File: config.mk
export PLATFORM = sky130hd
export DESIGN_NAME = length_prefixed_adler_deframer_unit
export DESIGN_NICKNAME = d
export VERILOG_FILES = /design/src/hdl/lpad_pkg.sv /design/src/hdl/lpad_cfg.sv /design/src/hdl/lpad_frame.sv /design/src/hdl/length_prefixed_adler_deframer_unit.sv
export SDC_FILE = /design/constraint.sdc
export NUM_CORES = 1
export LEC_CHECK = 0
export BUFFER_PORTS_ARGS = -buffer_cell sky130_fd_sc_hd__buf_4
export CAP_MARGIN = 0
export CORE_MARGIN = 10
export CORE_UTILIZATION = 45
export CTS_BUF_LIST = sky130_fd_sc_hd__clkbuf_2
export DETAILED_ROUTE_END_ITERATION = 6
export HOLD_SLACK_MARGIN = 0.1
export PLACE_DENSITY_LB_ADDON = 0.05
export RECOVER_POWER = 50
export SYNTH_ARGS = -nofsm -noshare
export SYNTH_HDL_FRONTEND = slang
export SYNTH_SLANG_ARGS = --single-unit
export TNS_END_PERCENT = 20
File: constraint.sdc
create_clock -name clk -period 5.88 [get_ports clk]
set_input_delay 0 -clock clk [delete_from_list [all_inputs] [get_ports clk]]
set_output_delay 0 -clock clk [all_outputs]
set_load 0.005 [all_outputs]
File: src/hdl/lpad_pkg.sv
// ---------------------------------------------------------------------------
// lpad_pkg: shared types and constants of the length-prefixed deframer
// Result codes, register indexes, reset values and the Adler-32 byte update.
// ---------------------------------------------------------------------------
`default_nettype none

package lpad_pkg;

  localparam int unsigned LEN_W      = 31;
  localparam int unsigned ADDR_W     = 3;
  localparam int unsigned DATA_W     = 32;

  localparam logic [LEN_W-1:0] MIN_LEN_RST = 31'd10;
  localparam logic [LEN_W-1:0] MAX_LEN_RST = 31'd67108864;

  localparam logic [16:0] ADLER_MOD = 17'd65521;

  // register index, taken from paddr[2]
  localparam logic CFG_IDX_MIN = 1'b0;
  localparam logic CFG_IDX_MAX = 1'b1;

  // result kinds
  localparam logic [1:0] KIND_NAME    = 2'd0;
  localparam logic [1:0] KIND_BODY    = 2'd1;
  localparam logic [1:0] KIND_VERDICT = 2'd2;

  // verdict codes
  localparam logic [1:0] ST_OK       = 2'd0;
  localparam logic [1:0] ST_BAD_LEN  = 2'd1;
  localparam logic [1:0] ST_BAD_SUM  = 2'd2;
  localparam logic [1:0] ST_BAD_NAME = 2'd3;

  // length limits handed from the register block to the parser
  typedef struct packed {
    logic [LEN_W-1:0] min_len;
    logic [LEN_W-1:0] max_len;
  } lpad_cfg_t;

  // Adler-32 update for one byte: returns {sum_high, sum_low}
  function automatic logic [31:0] lpad_adler_step(input logic [15:0] lo,
                                                  input logic [15:0] hi,
                                                  input logic [7:0]  b);
    logic [16:0] lo_sum;
    logic [15:0] lo_new;
    logic [16:0] hi_sum;
    logic [15:0] hi_new;
    lo_sum = {1'b0, lo} + {9'd0, b};
    if (lo_sum >= ADLER_MOD) begin
      lo_sum = lo_sum - ADLER_MOD;
    end
    lo_new = lo_sum[15:0];
    hi_sum = {1'b0, hi} + {1'b0, lo_new};
    if (hi_sum >= ADLER_MOD) begin
      hi_sum = hi_sum - ADLER_MOD;
    end
    hi_new = hi_sum[15:0];
    return {hi_new, lo_new};
  endfunction

endpackage

`default_nettype wire

File: src/hdl/lpad_cfg.sv
// ---------------------------------------------------------------------------
// lpad_cfg: frame length limit registers
// APB-style write and read of the minimum and maximum frame length.
// ---------------------------------------------------------------------------
`default_nettype none

module lpad_cfg (
  input  wire                          clk,
  input  wire                          rst_n,
  input  wire                          cfg_psel,
  input  wire                          cfg_penable,
  input  wire                          cfg_pwrite,
  input  wire  [lpad_pkg::ADDR_W-1:0]  cfg_paddr,
  input  wire  [lpad_pkg::DATA_W-1:0]  cfg_pwdata,
  output logic [lpad_pkg::DATA_W-1:0]  cfg_prdata,
  output logic                         cfg_pready,
  output lpad_pkg::lpad_cfg_t          cfg_o
);
  import lpad_pkg::*;

  logic [LEN_W-1:0] min_len_r;
  logic [LEN_W-1:0] max_len_r;
  logic             wr_en;

  assign cfg_pready = 1'b1;
  assign wr_en      = cfg_psel && cfg_penable && cfg_pwrite && cfg_pready;

  // write the addressed limit
  always_ff @(posedge clk) begin
    if (!rst_n) begin
      min_len_r <= MIN_LEN_RST;
      max_len_r <= MAX_LEN_RST;
    end else if (wr_en) begin
      if (cfg_paddr[2] == CFG_IDX_MIN) begin
        min_len_r <= cfg_pwdata[LEN_W-1:0];
      end else begin
        max_len_r <= cfg_pwdata[LEN_W-1:0];
      end
    end
  end

  // read back
  always_comb begin
    if (cfg_paddr[2] == CFG_IDX_MAX) begin
      cfg_prdata = {1'b0, max_len_r};
    end else begin
      cfg_prdata = {1'b0, min_len_r};
    end
  end

  assign cfg_o.min_len = min_len_r;
  assign cfg_o.max_len = max_len_r;

endmodule

`default_nettype wire

File: src/hdl/lpad_frame.sv
// ---------------------------------------------------------------------------
// lpad_frame: frame parser with running Adler-32 and result register
// Walks prefix, name length, payload and trailer one word per cycle while in_ready is high.
// ---------------------------------------------------------------------------
`default_nettype none

module lpad_frame (
  input  wire                   clk,
  input  wire                   rst_n,
  input  wire lpad_pkg::lpad_cfg_t cfg_i,
  input  wire                   in_valid,
  output logic                  in_ready,
  input  wire  [7:0]            in_rx_byte,
  input  wire                   in_clear,
  output logic                  out_valid,
  input  wire                   out_ready,
  output logic [1:0]            out_kind,
  output logic [7:0]            out_byte,
  output logic [1:0]            out_status,
  output logic                  out_frame_end
);
  import lpad_pkg::*;

  typedef enum logic [4:0] {
    PH_PREFIX  = 5'b00001,
    PH_NAMELEN = 5'b00010,
    PH_PAYLOAD = 5'b00100,
    PH_TRAILER = 5'b01000,
    PH_BLOCKED = 5'b10000
  } phase_t;

  phase_t           phase_r,   phase_nxt;
  logic [LEN_W-1:0] cnt_r,     cnt_nxt;
  logic [LEN_W-1:0] pay_len_r, pay_len_nxt;
  logic [31:0]      name_r,    name_nxt;
  logic             name_ok_r, name_ok_nxt;
  logic [15:0]      sum_lo_r,  sum_lo_nxt;
  logic [15:0]      sum_hi_r,  sum_hi_nxt;
  logic [23:0]      field_r,   field_nxt;

  logic             out_valid_r, out_valid_nxt;
  logic [1:0]       kind_r;
  logic [7:0]       byte_r;
  logic [1:0]       status_r;
  logic             end_r;

  logic             acc;
  logic             res_vld;
  logic [1:0]       res_kind;
  logic [1:0]       res_status;
  logic             res_end;
  logic [7:0]       res_byte;
  logic [31:0]      word_new;
  logic [31:0]      adler_new;
  logic [LEN_W-1:0] cnt_inc;
  logic             len_bad;

  assign in_ready  = !out_valid_r || out_ready;
  assign acc       = in_valid && in_ready;
  assign word_new  = {field_r, in_rx_byte};
  assign adler_new = lpad_adler_step(sum_lo_r, sum_hi_r, in_rx_byte);
  assign cnt_inc   = cnt_r + 1'b1;
  assign len_bad   = word_new[31] || (word_new[LEN_W-1:0] < 31'd8) ||
                     (word_new[LEN_W-1:0] < cfg_i.min_len) ||
                     (word_new[LEN_W-1:0] > cfg_i.max_len);

  // advance the parser on each accepted word
  always_comb begin
    phase_nxt   = phase_r;
    cnt_nxt     = cnt_r;
    pay_len_nxt = pay_len_r;
    name_nxt    = name_r;
    name_ok_nxt = name_ok_r;
    sum_lo_nxt  = sum_lo_r;
    sum_hi_nxt  = sum_hi_r;
    field_nxt   = field_r;
    res_vld     = 1'b0;
    res_kind    = KIND_VERDICT;
    res_status  = ST_OK;
    res_end     = 1'b0;
    res_byte    = 8'd0;
    if (acc) begin
      if (in_clear || (phase_r == PH_TRAILER && cnt_r[1:0] == 2'd3)) begin
        // restart at a length prefix
        phase_nxt   = PH_PREFIX;
        cnt_nxt     = '0;
        pay_len_nxt = '0;
        name_nxt    = '0;
        name_ok_nxt = 1'b0;
        sum_lo_nxt  = 16'd1;
        sum_hi_nxt  = 16'd0;
        field_nxt   = '0;
      end
      if (!in_clear) begin
        case (phase_r)
          PH_PREFIX: begin
            field_nxt = word_new[23:0];
            cnt_nxt   = cnt_inc;
            if (cnt_r[1:0] == 2'd3) begin
              cnt_nxt = '0;
              if (len_bad) begin
                phase_nxt  = PH_BLOCKED;
                res_vld    = 1'b1;
                res_status = ST_BAD_LEN;
              end else begin
                phase_nxt   = PH_NAMELEN;
                pay_len_nxt = word_new[LEN_W-1:0] - 31'd8;
              end
            end
          end
          PH_NAMELEN: begin
            sum_lo_nxt = adler_new[15:0];
            sum_hi_nxt = adler_new[31:16];
            name_nxt   = {name_r[23:0], in_rx_byte};
            cnt_nxt    = cnt_inc;
            if (cnt_r[1:0] == 2'd3) begin
              cnt_nxt     = '0;
              name_ok_nxt = (name_nxt >= 32'd2) && (name_nxt <= {1'b0, pay_len_r});
              phase_nxt   = (pay_len_r == '0) ? PH_TRAILER : PH_PAYLOAD;
            end
          end
          PH_PAYLOAD: begin
            sum_lo_nxt = adler_new[15:0];
            sum_hi_nxt = adler_new[31:16];
            cnt_nxt    = cnt_inc;
            if (cnt_inc >= pay_len_r) begin
              cnt_nxt   = '0;
              phase_nxt = PH_TRAILER;
            end
            res_vld  = 1'b1;
            res_byte = in_rx_byte;
            res_kind = (name_ok_r && ({1'b0, cnt_r} < name_r)) ? KIND_NAME : KIND_BODY;
          end
          PH_TRAILER: begin
            if (cnt_r[1:0] != 2'd3) begin
              field_nxt = word_new[23:0];
              cnt_nxt   = cnt_inc;
            end else begin
              res_vld = 1'b1;
              res_end = 1'b1;
              if (word_new != {sum_hi_r, sum_lo_r}) begin
                res_status = ST_BAD_SUM;
              end else if (!name_ok_r) begin
                res_status = ST_BAD_NAME;
              end else begin
                res_status = ST_OK;
              end
            end
          end
          PH_BLOCKED: begin
            // drop every word until a clear
          end
          default: begin
            phase_nxt = PH_PREFIX;
          end
        endcase
      end
    end
  end

  // hold the result until taken
  always_comb begin
    if (res_vld) begin
      out_valid_nxt = 1'b1;
    end else if (out_ready) begin
      out_valid_nxt = 1'b0;
    end else begin
      out_valid_nxt = out_valid_r;
    end
  end

  always_ff @(posedge clk) begin
    if (!rst_n) begin
      phase_r     <= PH_PREFIX;
      cnt_r       <= '0;
      pay_len_r   <= '0;
      name_r      <= '0;
      name_ok_r   <= 1'b0;
      sum_lo_r    <= 16'd1;
      sum_hi_r    <= 16'd0;
      field_r     <= '0;
      out_valid_r <= 1'b0;
    end else begin
      phase_r     <= phase_nxt;
      cnt_r       <= cnt_nxt;
      pay_len_r   <= pay_len_nxt;
      name_r      <= name_nxt;
      name_ok_r   <= name_ok_nxt;
      sum_lo_r    <= sum_lo_nxt;
      sum_hi_r    <= sum_hi_nxt;
      field_r     <= field_nxt;
      out_valid_r <= out_valid_nxt;
    end
  end

  // load the result payload
  always_ff @(posedge clk) begin
    if (res_vld) begin
      kind_r   <= res_kind;
      byte_r   <= res_byte;
      status_r <= res_status;
      end_r    <= res_end;
    end
  end

  assign out_valid     = out_valid_r;
  assign out_kind      = kind_r;
  assign out_byte      = byte_r;
  assign out_status    = status_r;
  assign out_frame_end = end_r;

  a_sums_reduced: assert property (@(posedge clk) disable iff (!rst_n)
    ({1'b0, sum_lo_r} < ADLER_MOD) && ({1'b0, sum_hi_r} < ADLER_MOD))
    else $error("adler sums not reduced");

  a_bad_len_blocks: assert property (@(posedge clk) disable iff (!rst_n)
    res_vld && (res_status == ST_BAD_LEN) && !res_end |=> phase_r == PH_BLOCKED)
    else $error("bad length did not block");

  a_blocked_holds: assert property (@(posedge clk) disable iff (!rst_n)
    (phase_r == PH_BLOCKED) && !(acc && in_clear) |=> phase_r == PH_BLOCKED)
    else $error("left blocked state without clear");

  a_end_is_verdict: assert property (@(posedge clk) disable iff (!rst_n)
    res_vld && res_end |-> (res_kind == KIND_VERDICT) && (phase_nxt == PH_PREFIX))
    else $error("frame end without verdict and restart");

endmodule

`default_nettype wire

File: src/hdl/length_prefixed_adler_deframer_unit.sv
// A result is registered and shows on the out_ ports in the cycle after its byte is accepted.
// Throughput: one byte per cycle while in_ready is high; the combinational Adler-32 update bounds the clock.
// in_ready stays high while the result register is empty or being drained.
// Reset: synchronous, active low; parser waits for a length prefix, limits
// return to 10 and 67108864.
// ---------------------------------------------------------------------------
// length_prefixed_adler_deframer_unit: byte-stream frame splitter
// Splits length-prefixed frames, passes name and body bytes on and checks
// the Adler-32 trailer of each frame.
// ---------------------------------------------------------------------------
`default_nettype none

module length_prefixed_adler_deframer_unit (
  input  wire                          clk,
  input  wire                          rst_n,
  input  wire                          in_valid,
  output logic                         in_ready,
  input  wire  [7:0]                   in_rx_byte,
  input  wire                          in_clear,
  output logic                         out_valid,
  input  wire                          out_ready,
  output logic [1:0]                   out_kind,
  output logic [7:0]                   out_byte,
  output logic [1:0]                   out_status,
  output logic                         out_frame_end,
  input  wire                          cfg_psel,
  input  wire                          cfg_penable,
  input  wire                          cfg_pwrite,
  input  wire  [lpad_pkg::ADDR_W-1:0]  cfg_paddr,
  input  wire  [lpad_pkg::DATA_W-1:0]  cfg_pwdata,
  output logic [lpad_pkg::DATA_W-1:0]  cfg_prdata,
  output logic                         cfg_pready
);
  import lpad_pkg::*;

  lpad_cfg_t cfg;

  // length limit registers
  lpad_cfg u_cfg (
    .clk         (clk),
    .rst_n       (rst_n),
    .cfg_psel    (cfg_psel),
    .cfg_penable (cfg_penable),
    .cfg_pwrite  (cfg_pwrite),
    .cfg_paddr   (cfg_paddr),
    .cfg_pwdata  (cfg_pwdata),
    .cfg_prdata  (cfg_prdata),
    .cfg_pready  (cfg_pready),
    .cfg_o       (cfg)
  );

  // parser and result register
  lpad_frame u_frame (
    .clk           (clk),
    .rst_n         (rst_n),
    .cfg_i         (cfg),
    .in_valid      (in_valid),
    .in_ready      (in_ready),
    .in_rx_byte    (in_rx_byte),
    .in_clear      (in_clear),
    .out_valid     (out_valid),
    .out_ready     (out_ready),
    .out_kind      (out_kind),
    .out_byte      (out_byte),
    .out_status    (out_status),
    .out_frame_end (out_frame_end)
  );

endmodule

`default_nettype wire

=== Yosys cells after proc, flatten, opt, wreduce, memory -nomap -nowiden ===
Cells that the tools add are included.

* Input port bits: 51
* Memories: 0
* Bits in latches: 0
* Output and inout bits: 48
* Logic and storage cells: 118
* Flip-flop bits (word level): 232
* Memory bits (read-only): 0
* Memory bits (writable): 0

* Eq/ne operators: 8
* Shift operators: 0
* Divide/modulo/power cells: 0
* $lt $le $gt $ge: 9
* Reductions and logical operators: 22
* $add $sub $neg: 6
* Mux-type cells: 54
* Bitwise logic cells: 4
* $mul: 0

{| class="wikitable"
|+ Operators by type and width
! cell !! number
|-
| 2-to-1 mux 31 bit || 11
|-
| 2-to-1 mux 16 bit || 8
|-
| 2-to-1 mux 32 bit || 3
|-
| one-hot mux 31 bit (3 select lines) || 1
|-
| 2-to-1 mux 24 bit || 3
|-
| one-hot mux 24 bit (2 select lines) || 1
|-
| greater-or-equal comparator 17 x 16 -> 1 bit (second input constant) || 2
|-
| greater-or-equal comparator 32 x 2 -> 1 bit (second input constant) || 1
|-
| less-or-equal comparator 32 x 31 -> 1 bit || 1
|-
| less-than comparator 31 x 32 -> 1 bit || 1
|-
| inequality test 32 bit || 1
|-
| subtractor 16 bit (second input constant) || 2
|-
| adder 31 x 1 -> 31 bit (second input constant) || 1
|-
| greater-or-equal comparator 31 bit || 1
|-
| greater-than comparator 31 bit || 1
|-
| zero test 31 bit || 1
|-
| less-than comparator 31 bit || 1
|-
| less-than comparator 31 x 4 -> 1 bit (second input constant) || 1
|-
| subtractor 31 x 4 -> 31 bit (second input constant) || 1
|-
| 2-to-1 mux 5 bit || 6
|-
| one-hot mux 5 bit (4 select lines) || 1
|-
| adder 16 x 16 -> 17 bit || 1
|-
| adder 16 x 8 -> 17 bit || 1
|-
| 2-to-1 mux 1 bit || 13
|-
| other kinds (19) || 39
|}

=== Depth between registers and ports, before layout ===
* Depth after elaboration: 10
* Gate-level depth with buffers: 24
* Gate-level depth less buffers: 21

=== By module ===
From an unflattened synthesis, not the netlist that was laid out.

* Cell total of the unflattened synthesis: 2147
* Area total of the unflattened synthesis: 17544.3 um2

{| class="wikitable"
|+ Modules (own cells, without submodules)
! module !! area an instance (um2) !! cells each !! sequential area each (um2) !! times used
|-
| lpad_frame || 14744.1 || 1867 || 3533.4 || 1
|-
| lpad_cfg || 2800.2 || 280 || 1241.2 || 1
|}

=== Worst setup path before layout ===
Ideal clock, no wire load.

* Path type: register to register
* Start point: register u_frame.sum_lo_r[0]
* End point: register u_frame.sum_hi_r[5]
* Path buffers: 1
* Slack: 0.437 ns
* Stages on the path, launching flop included: 23
* Arrival time: 5.318 ns
* Setup time: 0.126 ns
* Clock period less this slack: 5.443 ns
* Required time: 5.754 ns
* Cells stage by stage: dfxtp_1 -> ha_1 -> fa_1 -> a211o_2 -> a2111o_1 -> nand3_1 -> and3b_1 -> nand2_1 -> o41ai_2 -> buf_4 -> xnor2_1 -> ha_1 -> inv_1 -> fa_1 -> nand3b_1 -> a2111oi_2 -> nor4b_1 -> nor4_4 -> nand2_1 -> nor4b_4 -> o221ai_1 -> xor2_1 -> o21ai_1

* Cells in the longest elaborated chain, start to end: 8
* Elaborated cells on any way between the ends: 10
* Those cells by class: 4 x add/sub; 2 x order compare; 4 x mux

{| class="wikitable"
|+ Ends and longest elaborated chain
! item !! RTL line !! text
|-
| start, declared || lpad_frame.sv:37 || <nowiki>logic [15:0] sum_lo_r, sum_lo_nxt;</nowiki>
|-
| start signal, assigned || lpad_frame.sv:189 || <nowiki>sum_lo_r <= sum_lo_nxt;</nowiki>
|-
| adder 16 x 8 -> 17 bit (*) || lpad_pkg.sv:47 || <nowiki>lo_sum = {1'b0, lo} + {9'd0, b};</nowiki>
|-
| subtractor 16 bit or greater-or-equal comparator 17 x 16 -> 1 bit (tied branches) || lpad_pkg.sv:49, lpad_pkg.sv:48 ||
|-
| 2-to-1 mux 16 bit (*) || lpad_pkg.sv:48 || <nowiki>if (lo_sum >= ADLER_MOD) begin</nowiki>
|-
| adder 16 x 16 -> 17 bit (*) || lpad_pkg.sv:52 || <nowiki>hi_sum = {1'b0, hi} + {1'b0, lo_new};</nowiki>
|-
| subtractor 16 bit or greater-or-equal comparator 17 x 16 -> 1 bit (tied branches) || lpad_pkg.sv:54, lpad_pkg.sv:53 ||
|-
| 2-to-1 mux 16 bit (*) || lpad_pkg.sv:53 || <nowiki>if (hi_sum >= ADLER_MOD) begin</nowiki>
|-
| 2-to-1 mux 16 bit (*) || lpad_frame.sv:95 || <nowiki>case (phase_r)</nowiki>
|-
| 2-to-1 mux 16 bit (*) || lpad_frame.sv:94 || <nowiki>if (!in_clear) begin</nowiki>
|-
| end signal, assigned || lpad_frame.sv:190 || <nowiki>sum_hi_r <= sum_hi_nxt;</nowiki>
|-
| end, declared || lpad_frame.sv:38 || <nowiki>logic [15:0] sum_hi_r, sum_hi_nxt;</nowiki>
|}

Mark *: on every way between the ends. The rest lies on a longest branch, timed or not.
A chain may end at the register's enable or synchronous reset.

=== Worst setup path in the final report ===
* Start point: register u_frame.sum_lo_r[0]
* End point: register u_frame.sum_hi_r[3]

The elaborated chain is that of the path after synthesis.

==> run metrics <==
outcome=finished with violations; failing checks=max-capacitance violations, max-slew violations; setup slack after layout=0.200 ns; crit path launch type=flip-flop; P&R area growth vs syn=19.6%; YS warnings=0; Setup WS pre-CTS=0.0446 ns; Fmax=0.176 GHz; worst path buffer plus inverter count=5; met3 Use GR=4.89%; Sw Ratio=31.7%; core area=36,800 um^2; worst hold path stage count=5; Max Cap Violations=1; Initial Util=45.9%; Final Hold Vio Count=0; GR Util met2=42.6%; DRC Markers=0; post-synthesis instance total=2,169; critical path class=reg2reg; WP depth=25; largest net degree at the start of global routing=87; TritonCTS clock tree=done; total routed wirelength=59,400 um; clk sinks=232; post-synth cell types=89; CTS buffer count=70; IO Pins=99; EDFF count, synth=13; Synth Flop Type=dfxtp_1; PD cells=173 nW/um^2; Clock power frac=39.9%; combinational share of power=13.9%; Vias/cell=5.84; Die Height=214 um; worst path required time=6.77 ns; Worst VDD drop=133 uV; fin cells=2,913; Post-synth ARST share=0%; CTS max path bufs=3; Slew Limit Fails=33; Psw=1.11 mW; period utilisation layout=96.6%; CP delay by family, top=compound AO/OA/AOI/OAI gates; H-tree depth=3; max_slew headroom=-15.5%; vias in the first global route=16,700; final core occ=54.9%; DPL Wire Length=42,800 um; Worst Reg-to-Reg Cells=25; Placer Congestion=0.929; IO buf count=93; peak-usage layer in the global routing report=met2; cell leakage power=8.24 nW; grt met1 use=32.0%; row cnt=70; nets=2,634; design area=20,200 um^2; Worst Path Max Fanout=8; WL/cell=20.4 um; worst hold path class=in2reg; global-route wire length before repair=92,600 um; CTS clk-pin slew, worst paths=0.10 ns; DP Cell Count=2,671; footprint of the multi-input gates=11,300 um^2; Remaining Overflow, GRT=0; Setup crit end kind=flip-flop; Critical Path Max Stage Delay=0.42 ns; GRT Resource Usage Total=25.7%; die width=214 um; # fillers=3,567; initial DRC count=1,124; Detailed Routing Iterations Pass 1=6; share of cells above drive strength 1=14.1%; Slowest-stage cell, CP=a2111o_1; post-synthesis net count=2,408; setup skew after layout=0.0920 ns; Antenna Nets Post-Route=0; register bit total from synthesis=232; sequential area share after synthesis=28.3%; crit path DAT=6.57 ns; placed cell areas=18,100 um^2; antenna violations before repair=2; worst slew pin tran=1.73 ns; Avg Inst Size Synth=7.78 um^2; Seq pwr share=46.2%; Clock Tree Root=clkbuf_2; Final setup violation count=0; internal power=2.39 mW; Synth Cell Area=16,900 um^2; via count=17,000; unrepaired setup endpoints after global routing=true; FF/Latch Area=4780 um^2; Skew-Pair Late Insertion Delay=1.00 ns; die area=45,600 um^2; most frequent CP cell=buf_4; min Tclk post-route=5.68 ns
-- final cells by class --
| class | instances | share of cell area [%] |
|---|---|---|
| flip-flops and latches | 232 | 23.7 |
| repair buffers | 271 | 11.3 |
| clock buffers | 104 | 2.58 |
| multi-input cells | 1660 | 55.8 |
| well taps | 468 | 2.90 |
| diodes | 1 | 0.0124 |
| inverters | 160 | 2.99 |
| clock inverters | 17 | 0.806 |
-- metrics by stage --
| stage | total power [mW] | hold slack [ns] | TNS [ns] |
|---|---|---|---|
| floorplan | 1.90 | 0.136 | 0 |
| global placement | 2.06 | 0.251 | 0 |
| detailed placement | 2.07 | 0.261 | 0 |
| CTS | 3.51 | 0.102 | 0 |
| global route | 3.65 | 0.156 | -0.198 |
| finish | 3.50 | 0.170 | 0 |
-- sequential cells by signal (all words and copies together), names as in the netlist --
name	cells
u_frame.name_r	32
u_cfg.max_len_r	31
u_cfg.min_len_r	31
u_frame.cnt_r	31
u_frame.pay_len_r	31
u_frame.field_r	24
u_frame.sum_hi_r	16
u_frame.sum_lo_r	16
u_frame.out_byte	8
u_frame.phase_r	5
u_frame.out_kind	2
u_frame.out_status	2
u_frame.name_ok_r	1
u_frame.out_frame_end	1
u_frame.out_valid	1
-- path summary, 6_finish.rpt --
check	start	endpoint	slack, ns
max reg2reg	u_frame.sum_lo_r[0]	u_frame.sum_hi_r[3]	0.20
min reg2reg	u_cfg.min_len_r[21]	u_cfg.min_len_r[21]	0.46
min	in_clear	u_frame.cnt_r[20]	0.17
max	u_frame.sum_lo_r[0]	u_frame.sum_hi_r[3]	0.20
-- cells in the final DEF, fill, tap and decap left out, types with 17 or more instances in the layout --
cell type / instances
a21o_1: 62
a21oi_1: 157
a22oi_1: 58
a32oi_1: 30
and3_1: 23
buf_4: 122
clkbuf_2: 104
clkbuf_4: 23
dfxtp_1: 218
dlygate4sd3_1: 113
ha_1: 180
inv_1: 158
nand2_1: 296
nand3_1: 43
nand4_1: 55
nor2_1: 178
nor3_1: 26
nor4_1: 32
o21a_1: 17
o21ai_0: 103
o41ai_1: 27
xnor2_1: 70
xor2_1: 37
-- synthesized netlist by cell type, types with 8 or more instances --
library cell    n  area (um^2)
or3_1          10         62.6
nand3_1        44          220
ha_1          186         2330
nand4_1        55          344
dfxtp_1       219         4380
nor2_1        183          687
nor3_1         26          130
nand2_1       298         1120
a21o_1         62          465
nor2b_1        16          100
a31oi_1         8         50.1
and3_1         24          150
nand2b_1       13         81.3
a21oi_1       162          811
edfxtp_1       13          390
nor4_1         34          213
a22o_1         10         87.6
inv_1         160          601
a32oi_1        30          263
xnor2_1        75          657
o21a_1         17          128
a211oi_1       12         90.1
o21ai_1         9         45.0
o211ai_1       15          113
xor2_1         37          324
and2_1          8         50.1
a22oi_1        58          435
o21ai_0       104          521
o22ai_1        10         62.6
clkbuf_1      101          379
buf_2           8         40.0
o41ai_1        27          236
-- worst reg2reg max path, stage by stage, from the launching register on --
cell and delay, ns:
dfxtp_2 0.34, ha_4 0.16, fa_2 0.41, a211o_4 0.37
a2111o_1 0.42, nand3_2 0.09, and3b_2 0.23, nand2_2 0.07
o41ai_2 0.33, buf_4 0.22, xnor2_4 0.13, ha_2 0.21
inv_2 0.04, fa_2 0.37, nand3b_1 0.25, a2111oi_2 0.39
buf_4 0.19, nor4b_2 0.06, nor4_4 0.31, nand2_2 0.12
nor4b_4 0.28, buf_6 0.17, buf_4 0.12, o21bai_1 0.07
xor2_1 0.15, o21ai_1 0.12
-- cell families (layout without fill, tap and decap cells) --
| kind of cell | after synthesis | in the layout | synth area share [%] |
|---|---|---|---|
| mux | 7 | 7 | 0.430 |
| simple gates | 755 | 755 | 21.1 |
| compound gates | 596 | 596 | 23.9 |
| fa+ha+maj | 188 | 188 | 14.0 |
| flops | 232 | 232 | 28.3 |
| buf+inv | 277 | 552 | 6.43 |
| xor+xnor | 112 | 112 | 5.81 |
| other cells | 2 | 3 | 0.0445 |
-- power groups by stage --
stage / sequential, mW / combinational (mW) / clock (mW)
3_5_place_dp: 1.65 / 0.414 / 0
6_report: 1.62 / 0.486 / 1.39
2_1_floorplan: 1.64 / 0.263 / 0
3_3_place_gp: 1.65 / 0.408 / 0
5_1_grt: 1.62 / 0.527 / 1.50
4_1_cts: 1.61 / 0.470 / 1.43
-- repair_timing --
action / 4_1_cts / 5_1_grt
hold buffers: 113 / 0
setup endpoints to repair: 0 / 16
endpoints found under the hold margin: 224 / 0
resized for setup: 0 / 48
setup buffers: 0 / 7
-- layer usage --
metal / wire (um) / up-vias
met3: 3660 / 150
met4: 2290 / 0
met2: 27700 / 550
met1: 25800 / 8022
met5: 0 / -
li1: - / 8297
No activity file was read; power rests on OpenSTA's default activity.
